### src/spq_pkg.sv
// ---------------------------------------------------------------------------
// spq_pkg
// Shared types and constants for the sorted priority queue and its cells.
// ---------------------------------------------------------------------------
package spq_pkg;

   localparam int DEPTH       = 64;
   localparam int KEY_WIDTH   = 32;
   localparam int TAG_WIDTH   = 16;
   localparam int COUNT_WIDTH = $clog2(DEPTH + 1);

   typedef logic [KEY_WIDTH-1:0]   key_type;
   typedef logic [TAG_WIDTH-1:0]   tag_type;
   typedef logic [COUNT_WIDTH-1:0] count_type;

   typedef enum logic {
      OP_INSERT = 1'b0,
      OP_POP    = 1'b1
   } op_type;

   typedef struct packed {
      key_type key;
      tag_type payload;
   } entry_type;

   // Broadcast to every cell in the chain for one beat.
   typedef struct packed {
      logic      insert;
      logic      pop;
      entry_type entry;
   } cmd_type;

endpackage

### src/spq_cell.sv
// ---------------------------------------------------------------------------
// spq_cell
// One slot of the sorted chain: holds an entry and, on each command, keeps
// it, takes the new entry, or takes the entry of a neighbouring slot.
// ---------------------------------------------------------------------------
module spq_cell
   import spq_pkg::*;
(
   input  logic      clock,
   input  cmd_type   cmd,
   input  logic      occupied,
   input  logic      left_keep,
   input  entry_type left_entry,
   input  entry_type right_entry,
   output logic      keep,
   output entry_type entry,
   output entry_type entry_next
);

   entry_type entry_ff;
   entry_type entry_in;

   // A held entry stays put on an insert only if it is strictly smaller, so
   // a new entry lands ahead of any with an equal key.
   assign keep = occupied && (entry_ff.key < cmd.entry.key);

   always_comb begin
      entry_in = entry_ff;
      if (cmd.insert) begin
         if (!keep) begin
            entry_in = left_keep ? cmd.entry : left_entry;
         end
      end else if (cmd.pop) begin
         entry_in = right_entry;
      end
   end

   always_ff @(posedge clock) begin
      entry_ff <= entry_in;
   end

   assign entry      = entry_ff;
   assign entry_next = entry_in;

endmodule

### config.mk
export PLATFORM = sky130hd
export DESIGN_NAME = spq_cell
export DESIGN_NICKNAME = d
export VERILOG_FILES = /design/src/spq_pkg.sv /design/src/spq_cell.sv
export SDC_FILE = /design/constraint.sdc
export NUM_CORES = 1
export LEC_CHECK = 0
export ABC_AREA = 1
export BUFFER_PORTS_ARGS = -buffer_cell sky130_fd_sc_hd__buf_2
export CORE_ASPECT_RATIO = 1.5
export CORE_MARGIN = 2
export CORE_UTILIZATION = 44
export DETAILED_ROUTE_END_ITERATION = 8
export GPL_ROUTABILITY_DRIVEN = 0
export PLACE_DENSITY = 0.91
export SLEW_MARGIN = 20
export SYNTH_ARGS = -nofsm -noshare
export SYNTH_HDL_FRONTEND = slang
export SYNTH_SLANG_ARGS = --single-unit
### constraint.sdc
create_clock -name clock -period 3.05 [get_ports clock]
set_input_delay 0.61 -clock clock [delete_from_list [all_inputs] [get_ports clock]]
set_output_delay 0.61 -clock clock [all_outputs]
set_load 0.05 [all_outputs]
* Word level (Yosys, flattened, before mapping)
Cells that the tools add are included.
W data, S select, Z words.
** Word-level totals
- Register bits :: 48
- Latch bits :: 0
- Bits in writable memories :: 0
- Memory bits (read-only) :: 0
- Bits of input ports :: 149
- Output and inout bits :: 97
- Logic and storage cells :: 8
- Memories kept :: 0
** Operators by class
- $add $sub $neg :: 0
- Multiply operators :: 0
- Divide/modulo/power cells :: 0
- $lt $le $gt $ge :: 1
- Equal/unequal tests :: 0
- Shifts and indexed selects :: 0
- Muxes and demuxes :: 4
- Bitwise operators :: 0
- Reduce and logical (&&, ||, !) cells :: 1
** Operators by type and width (count)
- $mux W48 :: 4
- $lt A32 B32 Y1 :: 1
- $logic_and A1 B1 Y1 :: 1

* Longest topological paths before layout
- Depth in word-level cells :: 4
- Gate-level depth with buffers :: 17
- Mapped depth without buffers :: 15

* Worst setup path before layout
OpenSTA, ideal clock, no wires.
- Path type :: input-to-output
- Start point :: input port cmd[47] (netlist bit)
- End point :: output port entry_next[46] (netlist bit)
- Arrival :: 2321 ps
- Slack :: 119 ps
- Stages :: 13
- Buffers on the path :: 2
- Cells stage by stage :: inv_1 > ha_1 > nand2_1 > nor2_1 > nor3b_2 > inv_2 > a21oi_2 > nor2_2 > buf_2 > buf_6 > nand3_2 > nand3_1 > nand2_1
** RTL lines
- from (decl) :: RTL line spq_cell.sv:10 : input cmd_type cmd,
- to (decl) :: RTL line spq_cell.sv:17 : output entry_type entry_next

==> impl_metrics.tcl <==
set metrics [dict create \
    htreeDepth 2 \
    path_clk_slew_ns 0.07 \
    place_area_mm2 0.00537 \
    dieHeight_um 121 \
    clk_latency_ns 0.29 \
    fin_worst_skew_ns 0.00524 \
    violations "negative setup slack" \
    yosys_warnings 0 \
    hold_path_startpoint "right_entry[12]" \
    worst_path_largest_cell_delay_ns 0.24 \
    syn-cell-area_mm2 0.00402 \
    cts_buffer_depth 2 \
    synth_edf_count 0 \
    setup_violations 49 \
    worstSetupStartpointType "input port" \
    fin_util_pct 75.7 \
    largest_register_ffs 48 \
    min_to "entry[12]" \
    status "finished, violations left" \
    dpl.hpwl_mm 10.0 \
    arrival_ns 2.58 \
    synth-main-ff-cell "dfxtp_1" \
    finalCriticalPeriod_ns 3.19 \
    numPortBuffers 245 \
    p_leak_nw 3.62 \
    drtAntennaViolNets 0 \
    grt_max_degree 80 \
    r2r-end "entry[31]" \
    synth_most_common_cell "nand2_1" \
    grt_pass1_wl_mm 23.1 \
    final_nets 1066 \
    numCtsBuffers 5 \
    dp_cells 969 \
    drt-initial-drc-count 491 \
    ff2ff_path_depth 16 \
    cts_tree "built" \
    final_cells 998 \
    vias 5496 \
    cp_num_buf_inv 7 \
    drive_gt1_share_pct 45.9 \
    core-area_mm2 0.00888 \
    avgSynthCellArea_um2 6.26 \
    drc_errors 0 \
    grt-ovfl-total 0 \
    syn2layout_area_growth_pct 67.3 \
    routed_via_density 5.51 \
    dp_slack_ns -0.167 \
    synth.area.top_cells "dfxtp_1 (24%), nand2_1 (14%), nand3_1 (11%)" \
    start_util_pct 45.3 \
    slowest_stage "ha_4" \
    finalHoldViolations 0 \
    synth_top_area_cell "dfxtp_1" \
    setup_ws_ns -0.139 \
    period_share_pct 105 \
    track_usage_pct 29.7 \
    end_kind "output pin" \
    wl_mm 16.9 \
    num_rows 42 \
    synth_common_cells "nand2_1 (154), inv_1 (88), nand3_1 (88), o21ai_0 (83), a21oi_1 (61)" \
    tightestPinTransition_ns 0.568 \
    worstSetupPathType "in2out" \
    powerDensity_mw_per_mm2 539 \
    rsz0062_at_grt "true" \
    slew_violations 0 \
    path_cells "buf_2 > inv_1 > ha_4 > nand2_1 > inv_1 > nand3_2 > inv_1 > a21oi_2 > nand2_1 > nand2_2 > buf_8 > clkbuf_16 > nand3_1 > nand3_1 > nand2_2 > buf_6" \
    ys_ff_latch 48 \
    vdd_drop_max_v 0.000333 \
    clock-sinks 48 \
    regArea_um2 962 \
    antenna_found_initial 1 \
    rrSetupSlack_ns 0.73 \
    crit_family "buffers and inverters" \
    min_path_cells 3 \
    async_reset_ff_share_pct 0 \
    pin_count 246 \
    final_area_mm2 0.00672 \
    r2r-start "entry[45]" \
    drt-pass1-iter-count 5 \
    multi_input_area_mm2 0.00297 \
    synth_top_area_share_pct 23.9 \
    ys_seq_area_share_pct 23.9 \
    root_buffer "clkbuf_16" \
    cp_common_cell "inv_1" \
    dieArea_mm2 0.00993 \
    die_width_um 82.0 \
    fmax_mhz 314 \
    yosysUniqueCellTypes 25 \
    crit_fanout 12 \
    synthCells 642 \
    max_slew_margin_pct 62.1 \
    hp-class "in2reg" \
    holdWs_ns 0.580 \
    grt_pass1_vias 5096 \
    required_ns 2.44 \
    synth_nets 822 \
    wl_per_cell_um 17.0 \
    n_fill_cell 603 \
    cap_violations 0 \
]
[per-stage QoR]
step	setup TNS, ns	power [mW]
2_1_floorplan	0	2.06
3_3_place_gp	-5.42	2.47
3_5_place_dp	-5.94	2.50
4_1_cts	-0.498	3.43
5_1_grt	-7.36	3.78
6_report	-3.69	3.62
[worst max path at each step]
| stage | slack, ns | cells past startpoint | endpoint | start |
|---|---|---|---|---|
| after floorplan | 0.12 | 13 | entry_next[46] | cmd[47] |
| after global placement | -0.16 | 14 | entry_next[34] | cmd[47] |
| after detailed placement | -0.17 | 14 | entry_next[34] | cmd[47] |
| after CTS | -0.05 | 15 | entry_next[12] | cmd[47] |
| after global routing | -0.21 | 16 | entry_next[10] | cmd[31] |
| final | -0.14 | 16 | entry_next[22] | cmd[31] |
[logic make-up (layout without fill, tap and decap cells)]
group | after synthesis | in the layout | synth area share (%)
simple gates | 264 | 264 | 29.6
compound gates | 148 | 148 | 18.7
buf+inv | 134 | 379 | 13.9
flops | 48 | 48 | 23.9
fa+ha+maj | 31 | 31 | 9.65
mux | 17 | 17 | 4.23
other cells | 0 | 1 | 0
[where the power goes]
| part | switching (mW) | internal (mW) | total, mW |
|---|---|---|---|
| combinational | 1.41 | 0.742 | 2.15 |
| clock | 0.272 | 0.387 | 0.659 |
| sequential | 0.0891 | 0.728 | 0.817 |
| total | 1.77 | 1.86 | 3.62 |
[final cells by class]
cell class,instances,area share [%]
inverter,89,5.08
timing repair buffer,282,31.9
clock inverter,3,0.633
sequential,48,14.3
tap,110,2.05
multi-input combinational,460,44.1
antenna,1,0.0372
clock buffer,5,1.86
[what timing repair did]
item | in CTS | in global routing
hold buffers | 0 | 0
gates resized for setup | 163 | 96
pin swaps | 13 | 24
setup buffers | 15 | 3
gates cloned | 3 | 1
endpoints found under the setup margin | 48 | 49
[tightest hold or removal path, stage by stage]
cell	delay, ns
buf_2	0.08
o21ai_0	0.06
nand2_1	0.09
[per-layer routing]
layer / global-route usage (%) / up-vias / share of wire (%)
met5: 0 / - / 0
met4: 14.0 / 0 / 5.0
met3: 5.65 / 73 / 7.5
met2: 55.2 / 339 / 53
met1: 30.6 / 2488 / 34
li1: - / 2596 / -
[layout by cell type, fill, tap and decap left out, types with 10 or more instances in the layout]
master and n:
a21oi_1 56, buf_12 10, buf_2 192, buf_4 19, buf_6 32, buf_8 25, dfxtp_1 47, ha_1 21
ha_4 10, inv_1 81, mux2i_1 17, nand2_1 101, nand2_2 46, nand3_1 69, nand3_2 29, o21ai_0 81
Power figures use the tool's default switching activity.
